===== src/bhta_ram.sv =====
// generic single-write, single-read ram with registered read data
module bhta_ram #(
  parameter int W = 8,
  parameter int D = 16,
  localparam int AW = (D > 1) ? $clog2(D) : 1
) (
  input  logic          clk,
  input  logic          we,
  input  logic [AW-1:0] wa,
  input  logic [W-1:0]  wd,
  input  logic          re,
  input  logic [AW-1:0] ra,
  output logic [W-1:0]  rd
);

  logic [W-1:0] mem [D];

  always_ff @(posedge clk) begin
    if (we) mem[wa] <= wd;
    if (re) rd <= mem[ra];
  end

endmodule


===== config.mk =====
export PLATFORM = sky130hd
export DESIGN_NAME = bhta_ram
export DESIGN_NICKNAME = d
export VERILOG_FILES = /design/src/bhta_ram.sv
export SDC_FILE = /design/constraint.sdc
export NUM_CORES = 1
export LEC_CHECK = 0
export BUFFER_PORTS_ARGS = -buffer_cell sky130_fd_sc_hd__buf_2
export CAP_MARGIN = 20
export CORE_ASPECT_RATIO = 0.7
export CORE_MARGIN = 2
export CORE_UTILIZATION = 52
export CTS_CLUSTER_SIZE = 30
export DETAILED_ROUTE_END_ITERATION = 10
export PLACE_DENSITY = 0.79
export REMOVE_ABC_BUFFERS = 1
export SLEW_MARGIN = 20
export SYNTH_ARGS = -nofsm -noshare
export SYNTH_HDL_FRONTEND = slang
export SYNTH_SLANG_ARGS = --single-unit

===== constraint.sdc =====
create_clock -name clk -period 4.4 [get_ports clk]
set_input_delay 1.1 -clock clk [delete_from_list [all_inputs] [get_ports clk]]
set_output_delay 1.1 -clock clk [all_outputs]
set_load 0.05 [all_outputs]

==> metrics <==
CTS H-tree lvls=4; critical path arrival=~2.9 ns; Crit. path cell count=5; Crit path max-delay family=buffers and inverters; Global Route Usage Sum=20.6%; first-pass GRT wire length=14700 µm; max incr delay on CP=0.60 ns; Setup crit end=rd[5]$_DFFE_PP_; Yosys warning count=0; worst-path cell chain=buf_2 -> buf_4 -> mux4_1 -> a22oi_1 -> nand2_1; syn avg cell area=~23 µm²; Setup WS pre-CTS=between 1 and 1.5 ns; met1 Resource Use GR=around 31%; Port-buffer cells=26; ant diodes=0; hold slack=between 0.7 and 0.8 ns; Layout Skew=between 0.009 and 0.01 ns; Area contributors post-synth=edfxtp_1, mux4_2, mux4_1, a22oi_1, nor2_1; reg-to-reg slack, setup=roughly 2.8 ns; element type at the critical path end=flip-flop; die area=approximately 11000 µm²; maximum root-to-sink buffer count=2; CTS tree=yes; worst slew pin tran=about 0.94 ns; met2 GRT Util=between 20% and 30%; GPL Wtd Cong=roughly 0.78; Max-cap violations=0; number of slew-limit violations in the final report=0; most frequent cells after synthesis=edfxtp_1, mux4_2, a22oi_1, mux4_1, nor2_1; fin util=61.4%; Setup violations, final=0; Critical R2R Launch=mem[11][7]$_DFFE_PP_; CTS Hold Bufs=0; post_cts resized=0; routed len/inst=24.1 µm; Max rail drop VDD=approximately 0.4 mV; synthesized flop and latch total=between 100 and 150; Pre-antenna DRT Iters=5; Slowest cell on crit path=mux4_1; Multi-input gate area=between 1000 and 1500 µm²; Seq/Total Area, Yosys=between 70 and 80%; count of different cell masters after synthesis=18; crit path buf inv count=2; die height=roughly 88 µm; DR vias/cell=around 5.9; fraction of registers with async set/reset=0%; Die Width=roughly 120 µm; number of fill cells in the layout=669; row count=30; Final ANT Viol Nets=0; RSZ-0062 raised after global routing=no; CP required=4.52 ns; post-CTS setup buffer count=0; Hold WC Path Type=flip-flop to flip-flop; count leader, synth=edfxtp_1; crit path kind=input port to flip-flop; startpoint class of the critical path=input port; total grt overflow=0; Worst slew margin=a little under two fifths; Via Count=around 2.4k; EDFF count, synth=136; layout cell share with drive strength beyond 1=between 20% and 30%; Syn Std Cell Area=~5200 µm²; pwr dens=around 470 nW/µm²; initial antenna violation count=0; number of global-route vias before repair=approximately 2.4k; CTS buffer count=17; drt drc=0; largest net degree at the start of global routing=33; final non-filler cell total=407; CORE AREA=9720 µm²; cell taking the most area after synthesis=edfxtp_1; crit path max fanout=22; flip-flop and latch area=around 4100 µm²; layer with the highest usage=met1; Setup TNS=0 ns; DPL Wire Length=6250 µm; Synth Flop Type=edfxtp_1; status=finished clean; Leak=0.00198 µW; nets@finish=288; Post-Synthesis Cells=229; fin crit share=61.9%; hold path cells=3; worst setup path start=ra[0]; num ports=27; final hold vios=0; length in cells of the worst reg-to-reg path=3; initial core utilization=between 50% and 60%; global-route met3 utilization=between 7 and 8%; Reg-to-Reg End=rd[7]$_DFFE_PP_; min cycle time layout=2.72 ns; P&R area growth vs syn=14.2%; Starting DRT DRC Count=between 200 and 300; WL final=9830 µm; CTS Root Cell=clkbuf_16; clk_lat worst skew=0.40 ns; clock slew at reported path FFs=around 0.05 ns; dpl cells=about 380; Fmax=between 300 and 400 MHz; Setup WS post-layout=approximately 1.7 ns; Yosys top cell area share=78.1%; CTS Sinks=between 100 and 150
sequential cells by signal, indices dropped and copies added (netlist names):
signal  count
mem       128
rd          8
where the power goes:
| group | internal (µW) | leakage [µW] | switching [µW] |
|---|---|---|---|
| clock network | 753 | 0.000244 | 450 |
| registers | 1460 | 0.00124 | 6.63 |
| logic | 51.7 | 0.000499 | 99.1 |
| total | 2270 | 0.00198 | 555 |
worst reg2reg max path, stage by stage (launching register included):
cell and delay [ns]:
edfxtp_1 0.37, mux4_2 0.48, a22oi_1 0.28, nand2_1 0.15
final cells by class:
class                           count  area share [%]
Clock buffer                       21            7.38
Tap cell                          128            2.68
Clock inverter                      8           0.985
Sequential cell                   136            68.4
Timing Repair Buffer               31            2.81
Multi-Input combinational cell     83            17.7
how the worst min path moves through the flow:
stage,slack (ns),end,start
finish,0.76,rd[2]$_DFFE_PP_,mem[7][2]$_DFFE_PP_
global route,0.80,rd[1]$_DFFE_PP_,mem[11][1]$_DFFE_PP_
CTS,0.76,rd[2]$_DFFE_PP_,mem[7][2]$_DFFE_PP_
detailed placement,0.75,rd[1]$_DFFE_PP_,mem[15][1]$_DFFE_PP_
global placement,0.74,rd[2]$_DFFE_PP_,mem[4][2]$_DFFE_PP_
floorplan,0.70,rd[0]$_DFFE_PP_,mem[7][0]$_DFFE_PP_
placed cells by master, fill, tap and decap left out:
master and count:
clkbuf_16 17, clkinv_2 2, and2_1 1, nand2b_1 2, edfxtp_1 136, and2b_1 1, buf_2 26, a22oi_1 16
clkbuf_1 4, nand3b_1 2, or3b_2 1, nand3_1 1, bufinv_16 1, nor2b_1 1, nor2_1 13, mux4_2 18
buf_4 5, clkinv_1 5, nand2_1 9, nor3_1 4, mux4_1 14
metal layers:
metal	part of all wire, %	vias up
met5	0	-
met4	0.79	0
met3	7.9	8
met2	45	103
met1	46	1247
li1	-	1059
cells by family after synthesis:
family,count (synthesis),share of synthesized area (%)
simple gates,35,3.14
flops,136,78.1
compound gates,16,2.30
mux,32,14.8
buf+inv,10,1.65
per-stage QoR:
step | cell area (µm²) | total power [µW]
after global placement | 5470 | 1640
after global routing | 5970 | 2910
after floorplan | 5140 | 1570
after detailed placement | 5470 | 1650
after CTS | 5970 | 2840
final | 5970 | 2820
Power figures use the tool's default switching activity.
