### src/bhta_pkg.sv
// shared types and constants for the bucketed hash table with aging
package bhta_pkg;

  localparam int BHT_BUCKETS = 4096;
  localparam int BHT_WAYS    = 3;
  localparam int Q_DEPTH     = 2;
  localparam int CFG_W       = 13;
  localparam logic [CFG_W-1:0] CFG_RESET = 13'd4096;

  localparam logic [4:0] AGE_RESET  = 5'd1;
  localparam logic [1:0] BOUND_EXACT = 2'd3;
  localparam logic [9:0] DEPTH_MARGIN = 10'd5;

  typedef enum logic [1:0] {
    REQ_PROBE = 2'd0,
    REQ_STORE = 2'd1,
    REQ_CLEAR = 2'd2,
    REQ_AGE   = 2'd3
  } req_t;

  typedef struct packed {
    logic [1:0]         req_type;
    logic [63:0]        key;
    logic [15:0]        move;
    logic signed [15:0] score;
    logic signed [15:0] eval;
    logic [1:0]         bound;
    logic [7:0]         depth;
    logic               pv;
    logic               was_pv;
  } in_item_t;

  typedef struct packed {
    logic               hit;
    logic [15:0]        out_move;
    logic signed [15:0] out_score;
    logic signed [15:0] out_eval;
    logic [7:0]         out_depth;
    logic [1:0]         out_bound;
    logic               out_was_pv;
  } out_item_t;

  // 80-bit entry: tag, move, score, eval, depth, flag byte (age, pv, bound)
  typedef struct packed {
    logic [15:0] tag;
    logic [15:0] mv;
    logic [15:0] sc;
    logic [15:0] ev;
    logic [7:0]  dep;
    logic [4:0]  age;
    logic        pvf;
    logic [1:0]  bnd;
  } entry_t;

endpackage

### src/bhta_front.sv
// front end: accepts requests and computes the bucket index in two steps
module bhta_front import bhta_pkg::*; #(
  parameter int BUCKETS = BHT_BUCKETS,
  localparam int BW = (BUCKETS > 1) ? $clog2(BUCKETS) : 1,
  localparam int NW = $clog2(BUCKETS + 1)
) (
  input  logic             clk,
  input  logic             rst_n,
  input  logic             accept,
  input  in_item_t         item,
  input  logic [CFG_W-1:0] bucket_cnt,
  input  logic             q_full,
  output logic             ready,
  output logic             push,
  output in_item_t         push_item,
  output logic [BW-1:0]    push_bucket
);

  localparam int PW = 32 + NW;

  logic [NW-1:0] n_clamped;
  logic [PW-1:0] lo_p_nxt, hi_p_nxt, lo_p_r, hi_p_r;
  logic [PW:0]   sum;
  logic          s1_v_r;
  in_item_t      item_r;

  always_comb begin
    if ({{NW{1'b0}}, bucket_cnt} > (NW+CFG_W)'(BUCKETS)) n_clamped = NW'(BUCKETS);
    else n_clamped = NW'(bucket_cnt);
  end

  assign lo_p_nxt = PW'(item.key[31:0]) * PW'(n_clamped);
  assign hi_p_nxt = PW'(item.key[63:32]) * PW'(n_clamped);
  assign sum      = {1'b0, hi_p_r} + (PW+1)'(lo_p_r[PW-1:32]);

  assign push        = s1_v_r && !q_full;
  assign ready       = !s1_v_r || !q_full;
  assign push_item   = item_r;
  assign push_bucket = sum[32 +: BW];

  always_ff @(posedge clk) begin
    if (!rst_n) begin
      s1_v_r <= 1'b0;
    end else if (accept) begin
      s1_v_r <= 1'b1;
    end else if (push) begin
      s1_v_r <= 1'b0;
    end
    if (accept) begin
      item_r <= item;
      lo_p_r <= lo_p_nxt;
      hi_p_r <= hi_p_nxt;
    end
  end

endmodule

### config.mk
export PLATFORM = sky130hd
export DESIGN_NAME = bhta_front
export DESIGN_NICKNAME = d
export VERILOG_FILES = /design/src/bhta_pkg.sv /design/src/bhta_front.sv
export SDC_FILE = /design/constraint.sdc
export NUM_CORES = 2
export LEC_CHECK = 0
export ABC_AREA = 1
export BUFFER_PORTS_ARGS = -buffer_cell sky130_fd_sc_hd__buf_2
export CAP_MARGIN = 20
export CORE_UTILIZATION = 60
export DETAILED_ROUTE_END_ITERATION = 16
export PLACE_DENSITY = 0.8
export SYNTH_ARGS = -nofsm -noshare
export SYNTH_HDL_FRONTEND = slang
export SYNTH_SLANG_ARGS = --single-unit
### constraint.sdc
create_clock -name clk -period 8.1 [get_ports clk]
set_input_delay 1.62 -clock clk [delete_from_list [all_inputs] [get_ports clk]]
set_output_delay 1.62 -clock clk [all_outputs]
set_load 0.005 [all_outputs]
==> results.md <==
* Crit path top cell by count: inv_1
* Fin crit period at ~7300 ps
* CTS sink cnt at 184
* TritonCTS buffer count at 17
* Avg Vias per Cell at roughly 5.5
* CTS Buffer Depth at 2
* Setup-failing EPs final at 0
* Critical Path RT at about 8400 ps
* Commonest non-fill, non-tap cells in the layout: inv_1, nand2_1, fa_1, nor2_1, buf_2
* Post-DR wirelength/cell at approximately 19 µm
* Post-CTS Setup Bufs at 0
* Die footprint at around 0.057 mm²
* Sequential Area at 0.005515 mm²
* Die height at about 240 µm
* Met1 global-route usage at a little over two fifths
* Met3 Resource Use GR at around 6.5%
* Slowest CP cell: fa_1
* Power consumption at about 10 mW
* Worst Clk Skew at 0 ps
* Max-cap violations at 0
* Hold Path Depth at 2
* Crit path DAT at around 7600 ps
* Max incr delay on CP at 520 ps
* Fillers at between 4000 and 5000
* Area Growth Syn to Fin at 8.449%
* # rows at 86
* TNS Setup at 0 ps
* Mux cell area share after synthesis at 0%
* Worst hold start: s1_v_r
* Largest net degree at the start of global routing at approximately 110
* Number of synthesized flops with an enable pin at between 150 and 200
* CP Capture Type: flip-flop
* Layout Utilization at 66.14%
* Placed Instances at 5120
* Worst Path Buf+Inv at 9
* Post-Syn Instances at ~4200
* Synthesized area per cell at slightly above 8 µm²
* Worst hold margin at 486.5 ps
* Final cell count without fillers at roughly 5000
* Synthesized Nets at between 5000 and 6000
* Core Area at roughly 0.055 mm²
* Relative slew slack at approximately 32%
* Synth warn at 0
* Status: complete, no violations
* Gr busiest metal: met2
* PD cells at between 200 and 300 mW/mm²
* First-pass GRT wire length at ~160000 µm
* Fin. Hold Viols at 0
* Final nets at 5377
* Peak supply drop at 0.2062 mV
* Root Driver: clkbuf_16
* Resize count post-CTS at 0
* Global placement routability congestion at between 1 and 1.5
* Antenna Violating Nets Remaining at 0
* Antenna violations before repair at 1
* RSZ-0062 raised after global routing: no
* Hold Path Sink: s1_v_r
* CTS tree: yes
* Ys async rst share at 0%
* Worst Hold Class: reg2reg
* Placed Instance Area at 0.03601 mm²
* Crit Reg-Reg Startpoint: s1_v_r
* Slew Limit Fails at 0
* Die X at around 240 µm
* Final WL at just under 100000 µm
* Synth Area in Adders at around 46%
* Design area at between 0.03 and 0.04 mm²
* Met2 GRT Util at ~62%
* XOR/XNOR share of the synthesized area at less than 1%
* R2R cell count at 2
* Post-synthesis simple-gate area fraction at roughly a fifth
* Initial core utilization at between 60 and 70%
* Post-synthesis sequential area ratio at about 16%
* Largest family of logic cells by synthesized area: adder cells
* Multi-input combinational cell area at approximately 0.024 mm²
* H-tree level count at 4
* Commonest non-fill, non-tap cell in the layout: inv_1
* Initial DRC Count at roughly 2100
* Worst-margin pin slew at around 1000 ps
* Detailed Place HPWL at 75670 µm
* Synthesized flop and latch total at approximately 180
* Crit-path max FO at between 60 and 70
* Final worst slack at a little under 800 ps
* Vias at 28170
* RR Endpoint: s1_v_r
* Mapped Area at around 0.034 mm²
* GRT overflow at 0
* LEAKAGE at 19.46 nW
* FF-to-FF setup slack at about 7500 ps
* Compound-Gate Fraction of Synth Area at under 10%
* Clock transition at path regs at roughly 90 ps
* Worst-Skew Late Latency at approximately 500 ps
* FMAX at ~140 MHz
* Worst path top cell family by delay: adder cells
* Synth cell types at 38
* Vias in the first global route at roughly 30000
* I/O Pins at 283
* Top_reg_cell synth: edfxtp_1
* Kind of critical path: in2reg
* Overall global routing resource usage at 35.95%
* Ratio of cells with drive above 1 in the final layout at approximately 8.3%
* CTS Hold Buffers Added at 0
* Antenna diode count at 0
* Pre-CTS setup slack at about 350 ps
* DRC Markers at 0
* Buffers on Ports at approximately 280
* Worst setup SP type: input port
* Tcrit/Tclk final at 90.38%
* Drt first pass iters at 7
==> worst max path at each step <==
| stage | startpoint | to | slack, ps | cells past startpoint |
|---|---|---|---|---|
| final | bucket_cnt[7] | lo_p_r[39] | 780 | 27 |
| after global routing | bucket_cnt[4] | lo_p_r[39] | 500 | 27 |
| after CTS | bucket_cnt[4] | lo_p_r[39] | 860 | 27 |
| after detailed placement | bucket_cnt[4] | lo_p_r[39] | 350 | 27 |
| after global placement | bucket_cnt[12] | lo_p_r[39] | 230 | 22 |
| after floorplan | bucket_cnt[0] | lo_p_r[34] | 1390 | 23 |
==> synth_stat cells, types with 2 or more instances <==
cell      number  area, µm²
inv_1       1111       4170
nand2_1     1008       3784
fa_1         658      13170
nor2_1       476       1787
ha_1         185       2315
edfxtp_1     183       5495
a21oi_1      105      525.5
nand3_1       82      410.4
clkbuf_1      76      285.3
o21ai_0       69      345.3
nand4_1       44      275.3
nor3_1        32      160.2
buf_2         29      145.1
buf_1         24      90.09
xor2_1        21      183.9
o21bai_1      13      97.59
xnor2_1       11      96.34
nor4_1         8      50.05
a21boi_0       7      52.55
inv_2          7      26.28
a21o_1         6      45.04
nand3b_1       6      45.04
nor2_2         5      31.28
o21a_1         5      37.54
a31oi_1        3      18.77
clkinv_1       3      11.26
and3_1         2      12.51
buf_4          2      15.01
clkbuf_2       2      10.01
or2_2          2      12.51
==> where the power goes <==
group          internal (mW)  switching [mW]  total [mW]  leakage, nW
Combinational           2.51            5.06        7.57         17.4
Clock                  0.430           0.496       0.926        0.305
Sequential              1.42           0.138        1.55         1.80
Total                   4.36            5.69        10.1         19.5
==> layout make-up <==
type                            count  share of cell area (%)
Tap cell                          748                   2.554
Clock inverter                     15                  0.5838
Clock buffer                       17                   1.161
Inverter                         1121                   11.48
Timing Repair Buffer              312                   4.851
Sequential cell                   184                   15.05
Multi-Input combinational cell   2755                   64.32
==> tightest hold or removal path: cells and delay by family (launching register included) <==
kind             cells  cell delay (ps)
flip-flops           1              310
AND/OR/NAND/NOR      1               60
AO/OA/AOI/OAI        1               70
==> flip-flops by register name (all words and copies together), names as in the netlist <==
register   cells
s1_v_r         1
push_item    126
lo_p_r        13
hi_p_r        44
==> kinds of logic after synthesis <==
logic type / after synthesis
DFF: 184
and+or+nand+nor: 1669
adders and majority gates: 843
buffers and inverters: 1254
AOI/OAI and AO/OA: 211
xor gates and xnor gates: 32
==> per-layer routing <==
metal / wire (µm) / part of all wire, % / vias to the layer above
met5: 9 / 0.0094 / -
met4: 6207 / 6.5 / 2
met3: 8401 / 8.7 / 401
met2: 46740 / 49 / 1504
met1: 34760 / 36 / 13660
li1: - / - / 12600
Power figures use the tool's default switching activity.
