[src/bhta_pkg.sv]
// shared types and constants for the bucketed hash table with aging
package bhta_pkg;

  localparam int BHT_BUCKETS = 4096;
  localparam int BHT_WAYS    = 3;
  localparam int Q_DEPTH     = 2;
  localparam int CFG_W       = 13;
  localparam logic [CFG_W-1:0] CFG_RESET = 13'd4096;

  localparam logic [4:0] AGE_RESET  = 5'd1;
  localparam logic [1:0] BOUND_EXACT = 2'd3;
  localparam logic [9:0] DEPTH_MARGIN = 10'd5;

  typedef enum logic [1:0] {
    REQ_PROBE = 2'd0,
    REQ_STORE = 2'd1,
    REQ_CLEAR = 2'd2,
    REQ_AGE   = 2'd3
  } req_t;

  typedef struct packed {
    logic [1:0]         req_type;
    logic [63:0]        key;
    logic [15:0]        move;
    logic signed [15:0] score;
    logic signed [15:0] eval;
    logic [1:0]         bound;
    logic [7:0]         depth;
    logic               pv;
    logic               was_pv;
  } in_item_t;

  typedef struct packed {
    logic               hit;
    logic [15:0]        out_move;
    logic signed [15:0] out_score;
    logic signed [15:0] out_eval;
    logic [7:0]         out_depth;
    logic [1:0]         out_bound;
    logic               out_was_pv;
  } out_item_t;

  // 80-bit entry: tag, move, score, eval, depth, flag byte (age, pv, bound)
  typedef struct packed {
    logic [15:0] tag;
    logic [15:0] mv;
    logic [15:0] sc;
    logic [15:0] ev;
    logic [7:0]  dep;
    logic [4:0]  age;
    logic        pvf;
    logic [1:0]  bnd;
  } entry_t;

endpackage

[src/bhta_back.sv]
// back end: bucket read, probe and replacement, clearing sweep, table age
module bhta_back import bhta_pkg::*; #(
  parameter int BUCKETS = BHT_BUCKETS,
  parameter int WAYS    = BHT_WAYS,
  localparam int BW = (BUCKETS > 1) ? $clog2(BUCKETS) : 1,
  localparam int IW = (WAYS > 1) ? $clog2(WAYS) : 1
) (
  input  logic          clk,
  input  logic          rst_n,
  input  logic          q_empty,
  input  in_item_t      q_item,
  input  logic [BW-1:0] q_bucket,
  output logic          q_pop,
  output logic          rd_en,
  output logic [BW-1:0] rd_addr,
  input  entry_t        rd_data [WAYS],
  output logic [WAYS-1:0] wr_en,
  output logic [BW-1:0] wr_addr,
  output entry_t        wr_data [WAYS],
  output logic          init_busy,
  output logic          out_valid,
  output out_item_t     out_data
);

  typedef enum logic [1:0] {ST_IDLE, ST_WB, ST_CLR} state_t;

  state_t        state_r, state_nxt;
  in_item_t      item_r, item_nxt;
  logic [BW-1:0] bkt_r, bkt_nxt, cnt_r, cnt_nxt;
  logic [4:0]    age_r, age_nxt;
  logic          init_r, init_nxt;
  logic          out_valid_r, out_valid_nxt;
  out_item_t     out_data_r, out_data_nxt;

  logic signed [9:0] val [WAYS];
  logic [IW-1:0]     t_idx, p_idx;
  logic              found, p_hit, same, rewrite;
  logic [15:0]       tag;
  logic [4:0]        age_gap;
  entry_t            old_e, new_e;

  assign init_busy = init_r;
  assign out_valid = out_valid_r;
  assign out_data  = out_data_r;
  assign tag       = item_r.key[15:0];

  always_comb begin
    state_nxt     = state_r;
    item_nxt      = item_r;
    bkt_nxt       = bkt_r;
    cnt_nxt       = cnt_r;
    age_nxt       = age_r;
    init_nxt      = init_r;
    out_valid_nxt = 1'b0;
    out_data_nxt  = out_data_r;
    q_pop         = 1'b0;
    rd_en         = 1'b0;
    rd_addr       = q_bucket;
    wr_en         = '0;
    wr_addr       = bkt_r;
    for (int i = 0; i < WAYS; i++) begin
      wr_data[i] = '0;
      age_gap    = age_r - rd_data[i].age;
      val[i]     = $signed({2'b00, rd_data[i].dep}) - $signed({3'b000, age_gap, 2'b00});
    end
    // replacement choice: matching way, else least value, earliest on ties
    t_idx = '0;
    found = 1'b0;
    for (int i = 0; i < WAYS; i++) begin
      if (!found) begin
        if (rd_data[i].tag == tag) begin
          t_idx = IW'(i);
          found = 1'b1;
        end else if (val[t_idx] > val[i]) begin
          t_idx = IW'(i);
        end
      end
    end
    p_idx = IW'(WAYS - 1);
    p_hit = 1'b0;
    for (int i = 0; i < WAYS; i++) begin
      if (!p_hit && rd_data[i].tag == tag) begin
        p_idx = IW'(i);
        p_hit = 1'b1;
      end
    end
    old_e   = rd_data[t_idx];
    same    = (old_e.tag == tag);
    rewrite = (item_r.bound == BOUND_EXACT) || !same || (old_e.age != age_r) ||
              ({2'b00, item_r.depth} + DEPTH_MARGIN + {8'd0, item_r.pv, 1'b0} >
               {2'b00, old_e.dep});
    new_e   = old_e;
    if (item_r.move != '0 || !same) new_e.mv = item_r.move;
    if (rewrite) begin
      new_e.tag = tag;
      new_e.sc  = item_r.score;
      new_e.ev  = item_r.eval;
      new_e.dep = item_r.depth;
      new_e.age = age_r;
      new_e.pvf = item_r.was_pv;
      new_e.bnd = item_r.bound;
    end

    unique case (state_r)
      ST_IDLE: begin
        if (!q_empty) begin
          q_pop     = 1'b1;
          rd_en     = 1'b1;
          item_nxt  = q_item;
          bkt_nxt   = q_bucket;
          state_nxt = ST_WB;
        end
      end
      ST_WB: begin
        state_nxt     = ST_IDLE;
        out_valid_nxt = 1'b1;
        out_data_nxt  = '0;
        unique case (req_t'(item_r.req_type))
          REQ_PROBE: begin
            out_data_nxt.hit        = p_hit;
            out_data_nxt.out_move   = rd_data[p_idx].mv;
            out_data_nxt.out_score  = rd_data[p_idx].sc;
            out_data_nxt.out_eval   = rd_data[p_idx].ev;
            out_data_nxt.out_depth  = rd_data[p_idx].dep;
            out_data_nxt.out_bound  = rd_data[p_idx].bnd;
            out_data_nxt.out_was_pv = rd_data[p_idx].pvf;
          end
          REQ_STORE: begin
            wr_en[t_idx]   = 1'b1;
            wr_data[t_idx] = new_e;
          end
          REQ_CLEAR: begin
            age_nxt   = AGE_RESET;
            cnt_nxt   = '0;
            state_nxt = ST_CLR;
          end
          REQ_AGE: age_nxt = age_r + 5'd1;
        endcase
      end
      ST_CLR: begin
        wr_en   = '1;
        wr_addr = cnt_r;
        if (cnt_r == BW'(BUCKETS - 1)) begin
          state_nxt = ST_IDLE;
          init_nxt  = 1'b0;
        end else begin
          cnt_nxt = cnt_r + 1'b1;
        end
      end
      default: state_nxt = ST_IDLE;
    endcase
  end

  always_ff @(posedge clk) begin
    if (!rst_n) begin
      state_r     <= ST_CLR;
      cnt_r       <= '0;
      age_r       <= AGE_RESET;
      init_r      <= 1'b1;
      out_valid_r <= 1'b0;
    end else begin
      state_r     <= state_nxt;
      cnt_r       <= cnt_nxt;
      age_r       <= age_nxt;
      init_r      <= init_nxt;
      out_valid_r <= out_valid_nxt;
    end
    item_r     <= item_nxt;
    bkt_r      <= bkt_nxt;
    out_data_r <= out_data_nxt;
  end

endmodule

[config.mk]
export PLATFORM = sky130hd
export DESIGN_NAME = bhta_back
export DESIGN_NICKNAME = d
export VERILOG_FILES = /design/src/bhta_pkg.sv /design/src/bhta_back.sv
export SDC_FILE = /design/constraint.sdc
export NUM_CORES = 1
export LEC_CHECK = 0
export BUFFER_PORTS_ARGS = -buffer_cell sky130_fd_sc_hd__buf_2
export CAP_MARGIN = 40
export CORE_AREA = 5 5 276 278
export DETAILED_ROUTE_END_ITERATION = 7
export DIE_AREA = 0 0 281 283
export PLACE_DENSITY_LB_ADDON = 0.3
export SLEW_MARGIN = 20
export SYNTH_ARGS = -nofsm -noshare
export SYNTH_HDL_FRONTEND = slang
export SYNTH_SLANG_ARGS = --single-unit
[constraint.sdc]
create_clock -name clk -period 15.71 [get_ports clk]
set_input_delay 3.9275 -clock clk [delete_from_list [all_inputs] [get_ports clk]]
set_output_delay 3.9275 -clock clk [all_outputs]
set_load 0.02 [all_outputs]
==> results of run 1 <==
==> what timing repair did <==
item / CTS / global route
setup buffers: 18 / 6
cloned: 2 / 2
resized for setup: 204 / 65
pin swaps: 18 / 14
setup endpoints to repair: 129 / 129
==> layout make-up <==
cell class,count,area (sq um)
flip-flops and latches,171,4920
well taps,969,1210
multi-input cells,1237,8830
fillers,7998,52500
diodes,7,17.5
clock inverters,15,209
inverters,71,267
clock buffers,17,425
repair buffers,815,5340
==> metal layers <==
layer / global-route usage [%] / share of wire, % / vias up
met1: 22.6 / 41 / 7193
met5: 0 / 0.13 / -
li1: - / - / 7172
met4: 5.62 / 2.8 / 14
met2: 30.0 / 47 / 699
met3: 5.50 / 8.8 / 104
==> path summary, 6_finish.rpt <==
path | startpoint | end | slack [ps] | cells after the start
hold reg to reg | init_busy | init_busy | 450 | 2
hold / removal | init_busy | init_busy | 450 | 2
setup reg to reg | age_r[0] | out_data[59] | 8460 | 36
setup / recovery | rd_data[163] | wr_data[35] | -180 | 49
==> power groups by stage <==
stage	combinational, mW	clock, mW	sequential, mW
after floorplan	0.434	0	0.502
after global placement	0.825	0	0.503
after detailed placement	0.825	0	0.503
after CTS	0.870	0.504	0.492
after global routing	0.963	0.516	0.492
final	0.895	0.478	0.492
==> registers in the layout, indices dropped and copies added, names as in the netlist <==
register	count
init_busy	1
bkt_r	12
item_r	78
out_valid	1
state_r	2
out_data	60
cnt_r	12
age_r	5
==> metrics by stage <==
step                instances  power [mW]
finish                   3302        1.87
global route             3297        1.97
CTS                      3286        1.87
detailed placement       3237        1.33
global placement         3233        1.33
floorplan                1612       0.936
==> worst max-delay path, delay by kind of cell <==
kind / cells / cell delay, ps
mux: 2 / 430
xor+xnor: 1 / 160
simple gates: 10 / 1510
compound gates: 18 / 2610
fa+ha+maj: 6 / 1790
buf+inv: 12 / 1460
==> placed cells by master, fill, tap and decap left out, types with 32 or more instances in the layout <==
master and instances:
buf_2 538, nand2_1 281, buf_4 214, mux2i_1 157, edfxtp_1 150, nor2_1 149, inv_1 67, a211oi_1 64
ha_1 56, xor2_1 53, nand3_1 45, xnor2_1 40, a21oi_1 32
==> cell families (layout without fill, tap and decap cells) <==
kind of cell,count (synthesis),count (layout),share of synthesized area [%]
AND/OR/NAND/NOR,592,592,18.3
AO/OA/AOI/OAI,279,279,13.9
multiplexers,205,205,14.5
buffers and inverters,204,918,6.74
flip-flops,171,171,34.6
XOR/XNOR,95,95,5.84
adder cells (fa/ha/maj),66,66,6.16
other,0,7,0
==> impl_results.md, run 1 <==
- Initial antenna violation count: 21
- Number of DRC markers in iteration 0: slightly above 1000
- Slew Viols, Final: 0
- CTS HTree Levels: 4
- Number of global-route vias before repair: 15174
- Cell area after layout: ~21000 sq um
- Hold violation count in the final report: 0
- Int Pwr: between 1 and 1.5 mW
- Slowest CP cell: fa_1
- GPL Wtd Cong: ~0.91
- DR vias: between 15000 and 20000
- Clk buf depth: 2
- Die area: approximately 80000 sq um
- Unrepaired setup endpoints after global routing: true
- First-pass GRT wire length: between 100000 and 150000 microns
- Layout cells sized above 1: approximately 41%
- Syn nets: between 2000 and 2500
- Area after DPL: 19300 sq um
- Die height: roughly 280 microns
- Rel. slew slack: between 40% and 50%
- Yosys top cell by area: edfxtp_1
- Top post-synthesis cells by area: edfxtp_1, mux2i_1, nand2_1, ha_1, nor2_1
- Critical Path RT: approximately 12000 ps
- Critical-path maximum fanout: 8
- Prevailing post-synth register cell: edfxtp_1
- Initial core utilization: around a fifth
- Pre-CTS WS: -813 ps
- Comb pwr share: between 40% and 50%
- Clock power frac: about a quarter
- Clock sinks: 171
- Switching power: about 0.77 mW
- Count leader, synth: nand2_1
- Leak: 9.26 nW
- Fmax achieved: between 60 and 70 MHz
- Clk_lat worst skew: about 490 ps
- Max-cap violations: 0
- Critical Path Sink Type: output pin
- Post-synth EDFFs: 150
- Yosys reg bits: between 150 and 200
- Finish-stage setup viols: roughly 120
- Syn avg cell area: roughly 9 sq um
- CTS tree: done
- Min Clock Period, post-route: about 16000 ps
- Cell Pwr Density: 87.9 nW/um^2
- Worst Setup Start Kind: input pin
- DR DRC count: 0
- Core area: roughly 74000 sq um
- Post-synth top cells: nand2_1, mux2i_1, nor2_1
- Final WL: about 76000 microns
- CTS clk-pin slew, worst paths: roughly 80 ps
- Layout Skew: 26.2 ps
- Type of the worst setup path: input pin to output pin
- Arrival time worst endpoint: 11960 ps
- Pre-Repair DR Iteration Count: 5
- CTS root buf: clkbuf_16
- Mapped Area: around 14000 sq um
- Setup TNS: -10470 ps
- Yosys warnings: 0
- Detail Route Antenna Nets: 0
- Slowest stage delay, CP: about 550 ps
- Hold Path Class: flip-flop to flip-flop
- Ys async rst share: 0%
- Outcome: finished with violations
- Sw Share: between 40% and 50%
- Buffers on Ports: 663
- GRT Total Usage: between 10% and 20%
- CTS buffer count: 17
- Peak VDD IR: 0.0000905 V
- Final core occ: 28.8%
- Final HPWL DP: 60300 microns
- Tcrit/Tclk final: 101%
- Layout area overhead: 48.9%
- Worst-margin pin slew: ~820 ps
- Cells after synthesis: about 1600
- Total congestion overflow: 0
- Die width: 281 microns
- Hold_buf cts: 0
- Row count: 100
- Pin count of the biggest net entering global routing: 118
- Seq/Total Area, Yosys: between 30% and 40%
- Routed length per instance: roughly 23 microns
- IO Count: between 700 and 800
- Yosys cell types: ~70
- Post-route setup slack: -181 ps
- Vias per cell: approximately 4.6
- Synth top area share: a little under a third
- Failing checks: negative setup slack
- Fin nets: 2760
- Fin Hold WS: roughly 450 ps
- Reg power frac: between 20% and 30%
No activity file was read; power rests on OpenSTA's default activity.
==> run 2: changes to the inputs <==
--- a/config.mk
+++ b/config.mk
@@ -10,7 +10,6 @@
 export CORE_AREA = 5 5 276 278
 export DETAILED_ROUTE_END_ITERATION = 7
 export DIE_AREA = 0 0 281 283
-export PLACE_DENSITY_LB_ADDON = 0.3
 export SLEW_MARGIN = 20
 export SYNTH_ARGS = -nofsm -noshare
 export SYNTH_HDL_FRONTEND = slang
==> run 2 against run 1 <==
  * The flow still finishes with violations (negative setup slack)
  * Sequential cell count unchanged
  * Sequential share of layout area up 0.17 points
  * Fmax is 0.90% higher
  * Design area is 0.72% lower
  * Clock-buffer cell count unchanged
  * Total power up 4.4%
  * Clock power increased by 4%
  * Critical endpoint is now wr_data[16]
==> impl_results.md, run 2 (synthesis gave the netlist of run 1 again) <==
- Outcome: finished with violations
- Failing checks: negative setup slack
- Tcrit/Tclk final: 100%
- Final HPWL DP: 58000 microns
- DR vias: around 15000
- Finish-stage setup viols: 9
- Arrival time worst endpoint: 11820 ps
- Min Clock Period, post-route: approximately 16000 ps
- Clock sinks: 171
- Clk buf depth: 2
- Area after DPL: ~19000 sq um
- Pin count of the biggest net entering global routing: between 100 and 150
- CTS clk-pin slew, worst paths: 100 ps
- Largest Register: item_r
- Register area: between 4000 and 5000 sq um
- Hold Startpoint: init_busy
- Max-cap violations: 0
- Number of DRC markers in iteration 0: a little under 1000
- Die area: between 70000 and 80000 sq um
- Critical Path RT: about 12000 ps
- Rel. slew slack: between 40% and 50%
- Most frequent cells in the layout: buf_2, nand2_1, buf_4, mux2i_1, edfxtp_1
- Fin nets: around 2700
- # fillers: roughly 7800
- Setup TNS: -121 ps
- Post-route setup slack: -38.5 ps
- GRT Total Usage: 17.5%
- IO Count: slightly above 700
- Reg2Reg Setup Slack: around 8000 ps
- Non-Filler Instances: roughly 3300
- Total Power: between 1.5 and 2 mW
- Peak VDD IR: ~0.000097 V
- Detail Route Antenna Nets: 0
- Hold violation count in the final report: 0
- CTS root buf: clkbuf_16
- Hold_buf cts: 0
- RR Endpoint: out_data[59]
- Hold Path Cell Cnt: 2
- Layout cells sized above 1: between 40 and 50%
- First-pass GRT wire length: just over 100000 microns
- Cell Pwr Density: a little over 90 nW/um^2
- Fin Hold WS: 452 ps
- Dpl cells: roughly 3200
- Type of the worst setup path: input pin to output pin
- Row count: 100
- Area of the multi-input gates: a little under 9000 sq um
- CTS tree: done
- Clk_lat worst skew: ~490 ps
- Pre-Repair DR Iteration Count: 6
- Core area: 73700 sq um
- Slew Viols, Final: 0
- Worst-margin pin slew: 842 ps
- Worst Setup Start Kind: input pin
- Slowest stage delay, CP: ~550 ps
- Final WL: roughly 75000 microns
- CTS HTree Levels: 4
- R2R cell count: 34
- Fmax achieved: between 60 and 70 MHz
- Number of global-route vias before repair: roughly 15000
- Initial core utilization: 19.3%
- Layout area overhead: 47.8%
- Worst flop-to-flop path startpoint: age_r[0]
- Min-Delay Endpoint: init_busy
- Die height: 283 microns
- GPL Wtd Cong: just over 0.9
- Initial antenna violation count: 22
- Max reg flops: 78
- Leak: 9.20 nW
- Layout Skew: 23.5 ps
- Hold Path Class: flip-flop to flip-flop
- CTS buffer count: 17
- Critical-path maximum fanout: 8
- Unrepaired setup endpoints after global routing: true
- Slowest CP cell: fa_2
- Vias per cell: between 4 and 5
- Critical Path Sink Type: output pin
- Commonest non-fill, non-tap cell in the layout: buf_2
- Die width: 281 microns
- DR DRC count: 0
- Routed length per instance: ~23 microns
- Total congestion overflow: 0
- Cell area after layout: around 21000 sq um
- Buffers on Ports: 663
==> run 2: through the flow <==
step	utilization (%)	worst slack, ps
finish	28.6	-38.5
global route	28.6	-436
floorplan	-	42.6
detailed placement	25.9	-726
global placement	25.9	-596
CTS	27.7	7.32
==> run 2: worst max path at each step <==
| stage | from | to | slack (ps) | depth (start not counted) |
|---|---|---|---|---|
| floorplan | rd_data[163] | wr_data[118] | 40 | 42 |
| global placement | rd_data[163] | wr_data[94] | -600 | 44 |
| detailed placement | rd_data[83] | wr_data[174] | -730 | 44 |
| CTS | rd_data[164] | wr_data[38] | 7 | 50 |
| global route | rd_data[163] | wr_data[20] | -440 | 47 |
| finish | rd_data[163] | wr_data[16] | -40 | 47 |
==> run 2: cell type report <==
class                      count  share of cell area, %
tap                          969                   5.75
sequential                   171                   23.4
multi-input combinational   1237                   42.2
clock inverter                15                   1.08
clock buffer                  17                   2.02
antenna                       11                  0.131
inverter                      71                   1.30
timing repair buffer         804                   24.1
==> run 2: layer usage <==
| metal | vias up | wire [microns] | track usage [%] |
|---|---|---|---|
| met3 | 133 | 5830 | 4.00 |
| met5 | - | 50 | 0 |
| met1 | 7310 | 31200 | 22.5 |
| li1 | 7150 | - | - |
| met4 | 8 | 2740 | 6.79 |
| met2 | 755 | 34700 | 28.7 |
==> run 2: what timing repair did <==
item | 4_1_cts | 5_1_grt
resized for setup | 109 | 189
cloned | 4 | 2
endpoints found under the setup margin | 135 | 129
pin swaps | 32 | 34
buffers inserted | 18 | 6
==> run 2: critical path, delay by kind of cell <==
kind,cells,cell delay [ps]
compound gates,18,2820
fa+ha+maj,6,1670
simple gates,9,1430
buf+inv,11,1310
mux,2,450
xor+xnor,1,150
==> run 2: power breakdown <==
group / internal, mW / switching, mW / leakage, nW
Sequential: 0.491 / 0.000975 / 1.53
Clock: 0.228 / 0.267 / 0.315
Combinational: 0.419 / 0.541 / 7.36
