File: config.mk
export PLATFORM = sky130hd
export DESIGN_NAME = bhta_queue
export DESIGN_NICKNAME = d
export VERILOG_FILES = /design/src/bhta_pkg.sv /design/src/bhta_queue.sv
export SDC_FILE = /design/constraint.sdc
export NUM_CORES = 1
export LEC_CHECK = 0
export BUFFER_PORTS_ARGS = -buffer_cell sky130_fd_sc_hd__buf_2
export CAP_MARGIN = 5
export CELL_PAD_IN_SITES_DETAIL_PLACEMENT = 0
export CELL_PAD_IN_SITES_GLOBAL_PLACEMENT = 1
export CORE_MARGIN = 10
export CORE_UTILIZATION = 40
export DETAILED_ROUTE_END_ITERATION = 12
export PLACE_DENSITY_LB_ADDON = 0.1
export SKIP_CTS_REPAIR_TIMING = 1
export SLEW_MARGIN = 0
export SYNTH_ARGS = -nofsm -noshare
export SYNTH_HDL_FRONTEND = slang
export SYNTH_SLANG_ARGS = --single-unit
File: constraint.sdc
create_clock -name clk -period 2.8 [get_ports clk]
set_input_delay 0.56 -clock clk [delete_from_list [all_inputs] [get_ports clk]]
set_output_delay 0.56 -clock clk [all_outputs]
set_load 0.05 [all_outputs]
File: src/bhta_pkg.sv
// shared types and constants for the bucketed hash table with aging
package bhta_pkg;

  localparam int BHT_BUCKETS = 4096;
  localparam int BHT_WAYS    = 3;
  localparam int Q_DEPTH     = 2;
  localparam int CFG_W       = 13;
  localparam logic [CFG_W-1:0] CFG_RESET = 13'd4096;

  localparam logic [4:0] AGE_RESET  = 5'd1;
  localparam logic [1:0] BOUND_EXACT = 2'd3;
  localparam logic [9:0] DEPTH_MARGIN = 10'd5;

  typedef enum logic [1:0] {
    REQ_PROBE = 2'd0,
    REQ_STORE = 2'd1,
    REQ_CLEAR = 2'd2,
    REQ_AGE   = 2'd3
  } req_t;

  typedef struct packed {
    logic [1:0]         req_type;
    logic [63:0]        key;
    logic [15:0]        move;
    logic signed [15:0] score;
    logic signed [15:0] eval;
    logic [1:0]         bound;
    logic [7:0]         depth;
    logic               pv;
    logic               was_pv;
  } in_item_t;

  typedef struct packed {
    logic               hit;
    logic [15:0]        out_move;
    logic signed [15:0] out_score;
    logic signed [15:0] out_eval;
    logic [7:0]         out_depth;
    logic [1:0]         out_bound;
    logic               out_was_pv;
  } out_item_t;

  // 80-bit entry: tag, move, score, eval, depth, flag byte (age, pv, bound)
  typedef struct packed {
    logic [15:0] tag;
    logic [15:0] mv;
    logic [15:0] sc;
    logic [15:0] ev;
    logic [7:0]  dep;
    logic [4:0]  age;
    logic        pvf;
    logic [1:0]  bnd;
  } entry_t;

endpackage

File: src/bhta_queue.sv
// short register queue between front and back end
module bhta_queue import bhta_pkg::*; #(
  parameter int W = 8
) (
  input  logic         clk,
  input  logic         rst_n,
  input  logic         push,
  input  logic [W-1:0] wdata,
  input  logic         pop,
  output logic [W-1:0] rdata,
  output logic         full,
  output logic         empty
);

  localparam int PTW = (Q_DEPTH > 1) ? $clog2(Q_DEPTH) : 1;
  localparam int CW  = $clog2(Q_DEPTH + 1);

  logic [W-1:0]   slot_r [Q_DEPTH];
  logic [PTW-1:0] wp_r, rp_r;
  logic [CW-1:0]  cnt_r;

  assign full  = (cnt_r == CW'(Q_DEPTH));
  assign empty = (cnt_r == '0);
  assign rdata = slot_r[rp_r];

  always_ff @(posedge clk) begin
    if (!rst_n) begin
      wp_r  <= '0;
      rp_r  <= '0;
      cnt_r <= '0;
    end else begin
      if (push) wp_r <= (wp_r == PTW'(Q_DEPTH - 1)) ? '0 : wp_r + 1'b1;
      if (pop)  rp_r <= (rp_r == PTW'(Q_DEPTH - 1)) ? '0 : rp_r + 1'b1;
      if (push && !pop) cnt_r <= cnt_r + 1'b1;
      else if (pop && !push) cnt_r <= cnt_r - 1'b1;
    end
    if (push) slot_r[wp_r] <= wdata;
  end

endmodule

==> flow_results.xml, run 1 <==
<?xml version="1.0" encoding="UTF-8"?>
<metrics>
  <group name="cells_and_area">
    <metric name="fin_nets" unit="">85</metric>
    <metric name="finalCoreUtilization" unit="">0.497</metric>
    <metric name="diode_insertion_count_for_antenna_repair" unit="">0</metric>
    <metric name="syn_to_final_growth" unit="%">20.2</metric>
    <metric name="final_common_cell" unit="">sky130_fd_sc_hd__buf_2</metric>
    <metric name="fillerInstances" unit="">196</metric>
    <metric name="layout.cells.most_common_list" unit="">sky130_fd_sc_hd__buf_2 (21), sky130_fd_sc_hd__edfxtp_1 (16), sky130_fd_sc_hd__mux2_2 (8)</metric>
    <metric name="post-route-cell-area" unit="um2">955</metric>
    <metric name="drive_above_1_share" unit="">0.465</metric>
    <metric name="finished_layout_cells" unit="">98</metric>
  </group>
  <group name="clocking">
    <metric name="number_of_buffers_on_the_longest_clock_path" unit="">2</metric>
    <metric name="cts.sinks" unit="">21</metric>
    <metric name="cts_max_level" unit="">1</metric>
    <metric name="cts.root.buffer_cell" unit="">sky130_fd_sc_hd__clkbuf_4</metric>
    <metric name="clk_latency" unit="ps">290</metric>
    <metric name="cts_inserted_buffers" unit="">3</metric>
    <metric name="clk_pin_slew" unit="ps">110</metric>
    <metric name="cts_tree" unit="">built</metric>
  </group>
  <group name="power">
    <metric name="power_switching" unit="mW">0.182</metric>
    <metric name="cellLeakagePower" unit="nW">0.377</metric>
    <metric name="total_power" unit="mW">0.637</metric>
    <metric name="cell_internal_power" unit="mW">0.455</metric>
    <metric name="power_density" unit="mW/mm2">667</metric>
    <metric name="comb_power_share" unit="">0.206</metric>
    <metric name="vdd_drop_max" unit="uV">358</metric>
    <metric name="pwr-share-clk" unit="">0.215</metric>
    <metric name="p_sw_frac" unit="">0.286</metric>
    <metric name="seq_power_share" unit="">0.579</metric>
  </group>
  <group name="routing">
    <metric name="detailroute.via_count" unit="">449</metric>
    <metric name="ant_nets" unit="">0</metric>
    <metric name="drt-pass1-iter-count" unit="">4</metric>
    <metric name="drc" unit="">0</metric>
    <metric name="route.final.wire_length" unit="um">1240</metric>
    <metric name="detail_route.wl_per_cell" unit="um">12.7</metric>
    <metric name="drt_iter0_drc" unit="">11</metric>
    <metric name="drt-vias-per-instance" unit="">4.58</metric>
  </group>
  <group name="yosys">
    <metric name="yosysWarningCount" unit="">0</metric>
    <metric name="syn_area" unit="um2">795</metric>
    <metric name="yosysUniqueCellTypes" unit="">16</metric>
    <metric name="synth-seq-cells" unit="">21</metric>
    <metric name="syn_area_per_cell" unit="um2">16.9</metric>
    <metric name="synth-seq-area-share" unit="">0.731</metric>
    <metric name="postSynthNetCount" unit="">60</metric>
    <metric name="synthesis.instances" unit="">47</metric>
  </group>
  <group name="die">
    <metric name="core" unit="mm2">0.00192</metric>
    <metric name="floorplan.initialDensity" unit="">0.413</metric>
    <metric name="i_o_pin_total" unit="">22</metric>
    <metric name="fp-row-count" unit="">16</metric>
    <metric name="die_area" unit="mm2">0.00417</metric>
    <metric name="die_height" unit="um">64.6</metric>
    <metric name="die_width" unit="um">64.6</metric>
  </group>
  <group name="placement">
    <metric name="dp_cells" unit="">94</metric>
    <metric name="buffer_ports.inserted" unit="">21</metric>
    <metric name="place_ws" unit="ps">1080</metric>
    <metric name="place_hpwl" unit="um">957</metric>
    <metric name="placedInstanceArea" unit="um2">928</metric>
    <metric name="routabilityCongestion" unit="">0.660</metric>
  </group>
  <group name="setup_path">
    <metric name="critPathMaxFanout" unit="">8</metric>
    <metric name="r2r_start" unit="">wp_r</metric>
    <metric name="critical_path_required" unit="ps">2240</metric>
    <metric name="crit_path_kind" unit="">flip-flop to output port</metric>
    <metric name="crit_path_end_kind" unit="">output port</metric>
    <metric name="setup.worst_path.start_class" unit="">flip-flop</metric>
    <metric name="arr_time_crit_path" unit="ps">1420</metric>
  </group>
  <group name="sta">
    <metric name="report.final.slew_viol_count" unit="">0</metric>
    <metric name="timing.final.crit_share" unit="">0.708</metric>
    <metric name="period_minus_slack" unit="ps">1980</metric>
    <metric name="clock.fmax" unit="MHz">505</metric>
    <metric name="worst-slew-pin-transition" unit="ps">766</metric>
    <metric name="rsz0062_at_grt" unit="">no</metric>
    <metric name="clock-skew-final" unit="ps">2.22</metric>
    <metric name="setup-tns-final" unit="ps">0</metric>
    <metric name="final.setup.worst_slack" unit="ps">819</metric>
    <metric name="fin_hold_ws" unit="ps">453</metric>
    <metric name="setup_viol" unit="">0</metric>
    <metric name="maxSlewHeadroom" unit="">0.488</metric>
    <metric name="fin_hold_viols" unit="">0</metric>
  </group>
  <group name="status">
    <metric name="run_status" unit="">complete, no violations</metric>
  </group>
  <group name="global_routing">
    <metric name="number_of_global_route_vias_before_repair" unit="">483</metric>
    <metric name="globalRoute.busiestLayer" unit="">met2</metric>
    <metric name="grtUsageMet2" unit="">0.105</metric>
    <metric name="gr-total-overflow" unit="">0</metric>
    <metric name="antenna_found_initial" unit="">0</metric>
    <metric name="global_route_wire_length_before_repair" unit="um">2040</metric>
    <metric name="met1_usage" unit="">0.0615</metric>
    <metric name="met3_usage" unit="">0.0292</metric>
    <metric name="track_usage" unit="">0.0627</metric>
    <metric name="grt_max_degree" unit="">12</metric>
  </group>
  <group name="worst_hold_path">
    <metric name="worstHoldPathType" unit="">input pin to flip-flop</metric>
    <metric name="hold_path.startpoint" unit="">wdata[5]</metric>
  </group>
  <group name="run">
    <metric name="max_cap_viol_count" unit="">0</metric>
  </group>
</metrics>
[critical path, stage by stage (launching register included)]
cell	delay (ps)
sky130_fd_sc_hd__dfxtp_1	540
sky130_fd_sc_hd__mux2_2	380
sky130_fd_sc_hd__buf_2	210
[final timing paths]
kind,endpoint,slack (ps),cells past startpoint
worst max register to register,slot_r[0][0],1510,1
worst max-delay path,rdata[2],820,2
worst min register to register,cnt_r[1],520,2
worst min-delay path,slot_r[0][5],450,1
[sequential cells by signal (all words and copies together), names as in the netlist, named ones only]
signal and count:
wp_r 1, cnt_r 2, slot_r 16, rp_r 1
[synthesized netlist by cell type]
cell type                  number  area share
sky130_fd_sc_hd__or3_1          1      0.0079
sky130_fd_sc_hd__buf_2          1      0.0063
sky130_fd_sc_hd__mux2_2         8        0.11
sky130_fd_sc_hd__o21ai_0        1      0.0063
sky130_fd_sc_hd__edfxtp_1      16        0.60
sky130_fd_sc_hd__o21a_1         1      0.0095
sky130_fd_sc_hd__xnor2_1        1       0.011
sky130_fd_sc_hd__ha_1           1       0.016
sky130_fd_sc_hd__nor2_1         1      0.0047
sky130_fd_sc_hd__dfxtp_1        5        0.13
sky130_fd_sc_hd__xor2_1         2       0.022
sky130_fd_sc_hd__nor2b_1        2       0.016
sky130_fd_sc_hd__inv_1          1      0.0047
sky130_fd_sc_hd__and2_1         4       0.031
sky130_fd_sc_hd__a21boi_1       1      0.0095
sky130_fd_sc_hd__and2b_2        1       0.011
[kinds of logic after synthesis]
family	share of synthesized area
DFF	0.731
and+or+nand+nor	0.0709
muxes	0.113
AOI/OAI and AO/OA	0.0252
xor gates and xnor gates	0.0331
buffers and inverters	0.0110
adders and majority gates	0.0157
[layout make-up]
type,instances,area (um2),area share
flip-flops and latches,21,581,0.608
multi-input cells,24,205,0.215
repair buffers,21,105,0.110
well taps,27,33.8,0.0354
clock buffers,4,26.3,0.0275
inverters,1,3.75,0.00393
[power by group through the flow]
| stage | sequential, mW | clock [mW] | combinational, mW |
|---|---|---|---|
| finish | 0.369 | 0.137 | 0.131 |
| global route | 0.372 | 0.159 | 0.141 |
| CTS | 0.369 | 0.146 | 0.134 |
| detailed placement | 0.376 | 0 | 0.134 |
| global placement | 0.376 | 0 | 0.132 |
| floorplan | 0.370 | 0 | 0.107 |
[metal layers]
layer | vias up | share of wire
li1 | 219 | -
met2 | 12 | 0.52
met5 | - | 0
met1 | 216 | 0.41
met3 | 2 | 0.061
met4 | 0 | 0.0081
Note: power is estimated with default switching activity, not from simulation.
==> inputs of run 2 (changes only) <==
- CORE_UTILIZATION: 40 -> 36
- clock period: 2.8 -> 1.7 ns (I/O delays scaled with it)
==> run 2 against run 1 <==
Against the previous run:
- cell count increased by 1.0%
- flip-flop and latch count is the same
- register-to-register slack lost 850 ps
- critical endpoint is now rdata[7]
- highest routed layer unchanged
==> flow_results.xml, run 2 (synthesized netlist as in run 1, its figures left out) <==
<?xml version="1.0" encoding="UTF-8"?>
<metrics>
  <group name="placement">
    <metric name="place_hpwl" unit="um">992</metric>
    <metric name="buffer_ports.inserted" unit="">21</metric>
    <metric name="routabilityCongestion" unit="">0.652</metric>
    <metric name="placedInstanceArea" unit="um2">936</metric>
  </group>
  <group name="setup_path">
    <metric name="largest_delay_share_family_worst_path" unit="">flip-flops</metric>
    <metric name="r2r_setup_slack" unit="ps">660</metric>
    <metric name="worst_path_max_delay_cell" unit="">sky130_fd_sc_hd__dfxtp_4</metric>
    <metric name="crit_path_kind" unit="">flip-flop to output port</metric>
    <metric name="crit_path_end_kind" unit="">output port</metric>
    <metric name="arr_time_crit_path" unit="ps">1260</metric>
    <metric name="reg2regPathDepth" unit="">1</metric>
    <metric name="critPathMaxFanout" unit="">8</metric>
    <metric name="crit_buf_inv" unit="">1</metric>
    <metric name="setup.worst_path.start_class" unit="">flip-flop</metric>
    <metric name="crit_path_max_incr_delay" unit="ps">420</metric>
    <metric name="critical_path_required" unit="ps">1360</metric>
    <metric name="worstPathCellList" unit="">mux2_2 &gt; buf_2</metric>
    <metric name="r2r_start" unit="">wp_r</metric>
    <metric name="crit-reg2reg-capture" unit="">slot_r[1][1]</metric>
  </group>
  <group name="clocking">
    <metric name="cts.sinks" unit="">21</metric>
    <metric name="cts_tree" unit="">built</metric>
    <metric name="clk_pin_slew" unit="ps">120</metric>
    <metric name="cts_inserted_buffers" unit="">3</metric>
    <metric name="number_of_buffers_on_the_longest_clock_path" unit="">2</metric>
    <metric name="cts.root.buffer_cell" unit="">sky130_fd_sc_hd__clkbuf_4</metric>
    <metric name="clk_latency" unit="ps">290</metric>
    <metric name="cts_max_level" unit="">1</metric>
  </group>
  <group name="global_routing">
    <metric name="antenna_found_initial" unit="">0</metric>
    <metric name="gr-total-overflow" unit="">0</metric>
    <metric name="track_usage" unit="">0.0608</metric>
    <metric name="number_of_global_route_vias_before_repair" unit="">436</metric>
    <metric name="grt_max_degree" unit="">13</metric>
    <metric name="global_route_wire_length_before_repair" unit="um">2040</metric>
  </group>
  <group name="sta">
    <metric name="timing.final.crit_share" unit="">0.943</metric>
    <metric name="clock.fmax" unit="MHz">624</metric>
    <metric name="setup_viol" unit="">0</metric>
    <metric name="maxSlewHeadroom" unit="">0.749</metric>
    <metric name="period_minus_slack" unit="ps">1600</metric>
    <metric name="clock-skew-final" unit="ps">6.17</metric>
    <metric name="rsz0062_at_grt" unit="">no</metric>
    <metric name="report.final.slew_viol_count" unit="">0</metric>
    <metric name="worst-slew-pin-transition" unit="ps">377</metric>
    <metric name="fin_hold_viols" unit="">0</metric>
  </group>
  <group name="routing">
    <metric name="drc" unit="">0</metric>
    <metric name="detailroute.via_count" unit="">434</metric>
    <metric name="route.final.wire_length" unit="um">1290</metric>
    <metric name="ant_nets" unit="">0</metric>
    <metric name="drt-vias-per-instance" unit="">4.38</metric>
    <metric name="detail_route.wl_per_cell" unit="um">13.0</metric>
    <metric name="drt_iter0_drc" unit="">1</metric>
    <metric name="drt-pass1-iter-count" unit="">2</metric>
  </group>
  <group name="cells_and_area">
    <metric name="drive_above_1_share" unit="">0.500</metric>
    <metric name="fin_nets" unit="">86</metric>
    <metric name="number_of_flip_flops_under_the_largest_register_name" unit="">16</metric>
    <metric name="top_register" unit="">slot_r</metric>
    <metric name="fillerInstances" unit="">181</metric>
    <metric name="final-seq-area" unit="um2">584</metric>
    <metric name="final_common_cell" unit="">sky130_fd_sc_hd__buf_2</metric>
    <metric name="post-route-cell-area" unit="um2">967</metric>
    <metric name="multi_input_area" unit="um2">205</metric>
    <metric name="finalCoreUtilization" unit="">0.478</metric>
    <metric name="top_regs" unit="">slot_r x16, cnt_r x2</metric>
    <metric name="diode_insertion_count_for_antenna_repair" unit="">0</metric>
    <metric name="syn_to_final_growth" unit="%">21.7</metric>
    <metric name="layout.cells.most_common_list" unit="">sky130_fd_sc_hd__buf_2 (21), sky130_fd_sc_hd__edfxtp_1 (16), sky130_fd_sc_hd__mux2_2 (8)</metric>
  </group>
  <group name="run">
    <metric name="max_cap_viol_count" unit="">0</metric>
  </group>
  <group name="die">
    <metric name="die_area" unit="mm2">0.00449</metric>
    <metric name="core" unit="mm2">0.00202</metric>
    <metric name="die_height" unit="um">67.0</metric>
    <metric name="die_width" unit="um">67.0</metric>
    <metric name="i_o_pin_total" unit="">22</metric>
    <metric name="floorplan.initialDensity" unit="">0.393</metric>
    <metric name="fp-row-count" unit="">16</metric>
  </group>
  <group name="worst_hold_path">
    <metric name="worstHoldPathType" unit="">input pin to flip-flop</metric>
    <metric name="hold_depth" unit="">1</metric>
    <metric name="min_delay_worst_endpoint" unit="">slot_r[1][5]</metric>
    <metric name="hold_path.startpoint" unit="">wdata[5]</metric>
  </group>
  <group name="power">
    <metric name="vdd_drop_max" unit="uV">563</metric>
    <metric name="power_density" unit="mW/mm2">1090</metric>
    <metric name="cellLeakagePower" unit="nW">0.386</metric>
  </group>
  <group name="status">
    <metric name="run_status" unit="">complete, no violations</metric>
  </group>
</metrics>
[run 2: layout make-up]
class,count,share of cell area
multi-input combinational,24,0.212
clock buffer,3,0.0233
tap,27,0.0349
clock inverter,1,0.00517
inverter,1,0.00388
timing repair buffer,22,0.116
sequential,21,0.604
[run 2: report_power, final]
group / switching, mW / internal [mW] / total, mW
Combinational: 0.147 / 0.0730 / 0.220
Sequential: 0.0192 / 0.587 / 0.607
Clock: 0.142 / 0.0873 / 0.229
[run 2: metal layers]
layer  wire length, um  share of wire  track usage
met2               581           0.45       0.0889
met5                 0              0            0
met1               582           0.45       0.0716
met3               113          0.088       0.0301
met4                 9         0.0070       0.0308
[run 2: how the worst max path moves through the flow]
stage	startpoint	end	slack (ps)	cells after the start
after global placement	flip-flop	rdata[4]	250	2
after CTS	flip-flop	rdata[7]	-80	2
after global routing	flip-flop	rdata[7]	30	2
after floorplan	cnt_r[0]	empty	370	1
final	flip-flop	rdata[7]	100	2
after detailed placement	flip-flop	rdata[4]	260	2
[run 2: through the flow]
stage,setup slack [ps],TNS (ps),std cells,power (mW),hold WS (ps)
CTS,-84.9,-639,99,1.07,224
finish,96.3,0,99,1.06,232
global placement,254,0,95,0.840,489
floorplan,369,0,47,0.785,439
detailed placement,265,0,95,0.841,490
global route,30.9,0,99,1.11,203
==> inputs of run 3 (changes only) <==
- ABC_AREA: default -> 1
- CORE_UTILIZATION: 36 -> 35
- CTS_BUF_LIST: default -> sky130_fd_sc_hd__clkbuf_16
==> run 3 against run 2 <==
Against the previous run:
- synthesized area increased by 1.3%
- clock-buffer cell count did not move
- routed wire length increased by 0.54%
- combinational power fell by 5%
- cell count rose by 12%
- fmax increased by 1.2%
- clock power increased by 110%
- flip-flop and latch count did not move
- non-clock buffer count unchanged
- via count increased by 7.8%
- critical endpoint is now rdata[3]
==> flow_results.xml, run 3 <==
<?xml version="1.0" encoding="UTF-8"?>
<metrics>
  <group name="power">
    <metric name="pwr-share-clk" unit="">0.371</metric>
    <metric name="cellLeakagePower" unit="nW">0.439</metric>
    <metric name="cell_internal_power" unit="mW">0.967</metric>
    <metric name="seq_power_share" unit="">0.468</metric>
    <metric name="power_density" unit="mW/mm2">1260</metric>
    <metric name="comb_power_share" unit="">0.161</metric>
    <metric name="vdd_drop_max" unit="uV">723</metric>
    <metric name="p_sw_frac" unit="">0.254</metric>
    <metric name="power_switching" unit="mW">0.330</metric>
  </group>
  <group name="cells_and_area">
    <metric name="top_regs" unit="">slot_r x16, cnt_r x2</metric>
    <metric name="multi_input_area" unit="um2">185</metric>
    <metric name="syn_to_final_growth" unit="%">27.8</metric>
    <metric name="finalCoreUtilization" unit="">0.469</metric>
    <metric name="layout.cells.most_common_list" unit="">sky130_fd_sc_hd__buf_2 (21), sky130_fd_sc_hd__edfxtp_1 (16), sky130_fd_sc_hd__inv_1 (8), sky130_fd_sc_hd__mux2_2 (8), sky130_fd_sc_hd__nor2_1 (7)</metric>
    <metric name="drive_above_1_share" unit="">0.446</metric>
    <metric name="finished_layout_cells" unit="">111</metric>
    <metric name="diode_insertion_count_for_antenna_repair" unit="">0</metric>
    <metric name="top_register" unit="">slot_r</metric>
    <metric name="fillerInstances" unit="">210</metric>
    <metric name="final-seq-area" unit="um2">582</metric>
    <metric name="number_of_flip_flops_under_the_largest_register_name" unit="">16</metric>
    <metric name="fin_nets" unit="">97</metric>
    <metric name="final_common_cell" unit="">sky130_fd_sc_hd__buf_2</metric>
  </group>
  <group name="worst_hold_path">
    <metric name="hold_path.startpoint" unit="">wdata[7]</metric>
    <metric name="min_delay_worst_endpoint" unit="">slot_r[1][7]</metric>
    <metric name="hold_depth" unit="">1</metric>
    <metric name="worstHoldPathType" unit="">input pin to flip-flop</metric>
  </group>
  <group name="global_routing">
    <metric name="number_of_global_route_vias_before_repair" unit="">513</metric>
    <metric name="track_usage" unit="">0.0614</metric>
    <metric name="gr-total-overflow" unit="">0</metric>
    <metric name="antenna_found_initial" unit="">0</metric>
    <metric name="global_route_wire_length_before_repair" unit="um">2060</metric>
    <metric name="grt_max_degree" unit="">13</metric>
  </group>
  <group name="setup_path">
    <metric name="critical_path_required" unit="ps">1360</metric>
    <metric name="worst_path_max_delay_cell" unit="">sky130_fd_sc_hd__dfxtp_2</metric>
    <metric name="arr_time_crit_path" unit="ps">1240</metric>
    <metric name="critPathMaxFanout" unit="">8</metric>
    <metric name="crit_path_max_incr_delay" unit="ps">430</metric>
    <metric name="reg2regPathDepth" unit="">2</metric>
    <metric name="crit-reg2reg-capture" unit="">slot_r[0][0]</metric>
    <metric name="crit_path_end_kind" unit="">output port</metric>
    <metric name="setup.worst_path.start_class" unit="">flip-flop</metric>
    <metric name="r2r_start" unit="">wp_r</metric>
    <metric name="crit_path_kind" unit="">flip-flop to output port</metric>
    <metric name="r2r_setup_slack" unit="ps">660</metric>
    <metric name="worstPathCellList" unit="">mux2_2 &gt; buf_2</metric>
  </group>
  <group name="sta">
    <metric name="fin_hold_ws" unit="ps">277</metric>
    <metric name="rsz0062_at_grt" unit="">no</metric>
    <metric name="maxSlewHeadroom" unit="">0.770</metric>
    <metric name="setup-tns-final" unit="ps">0</metric>
    <metric name="clock-skew-final" unit="ps">0.692</metric>
    <metric name="report.final.slew_viol_count" unit="">0</metric>
    <metric name="fin_hold_viols" unit="">0</metric>
    <metric name="setup_viol" unit="">0</metric>
    <metric name="period_minus_slack" unit="ps">1580</metric>
    <metric name="timing.final.crit_share" unit="">0.932</metric>
    <metric name="worst-slew-pin-transition" unit="ps">344</metric>
    <metric name="clock.fmax" unit="MHz">631</metric>
  </group>
  <group name="routing">
    <metric name="drt-vias-per-instance" unit="">4.22</metric>
    <metric name="route.final.wire_length" unit="um">1290</metric>
    <metric name="detailroute.via_count" unit="">468</metric>
    <metric name="ant_nets" unit="">0</metric>
    <metric name="drt_iter0_drc" unit="">6</metric>
    <metric name="detail_route.wl_per_cell" unit="um">11.6</metric>
    <metric name="drt-pass1-iter-count" unit="">4</metric>
    <metric name="drc" unit="">0</metric>
  </group>
  <group name="yosys">
    <metric name="synth_async_sr_flop_share" unit="">0</metric>
    <metric name="synth-seq-area-share" unit="">0.722</metric>
    <metric name="postSynthNetCount" unit="">71</metric>
    <metric name="netlist_top_cells_area" unit="">sky130_fd_sc_hd__edfxtp_1 (60%), sky130_fd_sc_hd__dfxtp_1 (12%), sky130_fd_sc_hd__mux2_2 (11%)</metric>
    <metric name="synth_enable_flop_cells" unit="">16</metric>
    <metric name="netlist.top_cell.by_area" unit="">sky130_fd_sc_hd__edfxtp_1</metric>
    <metric name="synth-seq-cells" unit="">21</metric>
    <metric name="synth_top_cell_area_share" unit="">0.597</metric>
    <metric name="syn_area_per_cell" unit="um2">13.9</metric>
    <metric name="yosysWarningCount" unit="">0</metric>
    <metric name="yosysUniqueCellTypes" unit="">16</metric>
    <metric name="leading_cell_type_by_number_of_instances_after_synthesis" unit="">sky130_fd_sc_hd__edfxtp_1</metric>
    <metric name="synth_top_cells_by_count" unit="">sky130_fd_sc_hd__edfxtp_1 (16), sky130_fd_sc_hd__inv_1 (8), sky130_fd_sc_hd__mux2_2 (8), sky130_fd_sc_hd__nor2_1 (7), sky130_fd_sc_hd__dfxtp_1 (5)</metric>
    <metric name="syn_area" unit="um2">805</metric>
    <metric name="synth-main-ff-cell" unit="">sky130_fd_sc_hd__edfxtp_1</metric>
    <metric name="synthesis.instances" unit="">58</metric>
  </group>
  <group name="die">
    <metric name="die_width" unit="um">67.9</metric>
    <metric name="die_height" unit="um">67.9</metric>
    <metric name="floorplan.initialDensity" unit="">0.367</metric>
    <metric name="die_area" unit="mm2">0.00462</metric>
    <metric name="fp-row-count" unit="">17</metric>
    <metric name="i_o_pin_total" unit="">22</metric>
    <metric name="core" unit="mm2">0.00219</metric>
  </group>
  <group name="clocking">
    <metric name="cts_tree" unit="">built</metric>
    <metric name="cts_inserted_buffers" unit="">3</metric>
    <metric name="cts.sinks" unit="">21</metric>
    <metric name="clk_pin_slew" unit="ps">50</metric>
    <metric name="number_of_buffers_on_the_longest_clock_path" unit="">2</metric>
    <metric name="cts_max_level" unit="">1</metric>
    <metric name="clk_latency" unit="ps">250</metric>
    <metric name="cts.root.buffer_cell" unit="">sky130_fd_sc_hd__clkbuf_16</metric>
  </group>
  <group name="placement">
    <metric name="buffer_ports.inserted" unit="">21</metric>
    <metric name="dp_cells" unit="">107</metric>
    <metric name="routabilityCongestion" unit="">0.663</metric>
    <metric name="place_hpwl" unit="um">998</metric>
  </group>
  <group name="run">
    <metric name="max_cap_viol_count" unit="">0</metric>
  </group>
  <group name="status">
    <metric name="run_status" unit="">complete, no violations</metric>
  </group>
</metrics>
-- run 3: cells by family (layout without fill, tap and decap cells) --
group                    Yosys count  count (layout)  share of synthesized area
multiplexers                       8               8                      0.112
XOR/XNOR                           1               1                     0.0109
flip-flops                        21              21                      0.722
AND/OR/NAND/NOR                   15              15                     0.0793
buffers and inverters             10              35                     0.0482
AO/OA/AOI/OAI                      2               2                     0.0124
adder cells (fa/ha/maj)            1               1                     0.0155
-- run 3: how the worst max path moves through the flow --
stage / from / to / slack [ps]
after detailed placement: flip-flop / rdata[1] / 250
after floorplan: cnt_r[1] / full / 340
after global routing: flip-flop / rdata[2] / 50
final: flip-flop / rdata[3] / 120
after global placement: flip-flop / rdata[4] / 240
after CTS: flip-flop / rdata[1] / -30
-- run 3: cell type report --
class                   count  area share
repair buffers             22       0.109
clock buffers               3      0.0730
clock inverters             1     0.00487
multi-input cells          27       0.180
flip-flops and latches     21       0.566
inverters                   9      0.0328
well taps                  28      0.0341
-- run 3: metal layers --
metal,vias to the layer above,global-route usage,routed length [um]
li1,245,-,-
met1,209,0.0560,563
met2,12,0.106,623
met3,2,0.0277,89
met4,0,0.0452,17
met5,-,0,0
-- run 3: critical path, delay by kind of cell, from the launching register on --
family / cells / cell delay [ps]
muxes: 1 / 350
buffers and inverters: 1 / 210
DFF: 1 / 430
-- run 3: power groups by stage --
stage	Combinational, mW	Sequential (mW)	Clock, mW
global route	0.227	0.611	0.516
finish	0.209	0.607	0.481
floorplan	0.167	0.608	0
detailed placement	0.212	0.618	0
global placement	0.212	0.618	0
CTS	0.213	0.608	0.490
-- run 3: through the flow --
stage	power (mW)	area [um2]	setup WS (ps)
floorplan	0.776	805	341
global placement	0.830	947	235
detailed placement	0.830	947	250
CTS	1.31	1030	-28.1
global route	1.35	1030	54.0
finish	1.30	1030	115
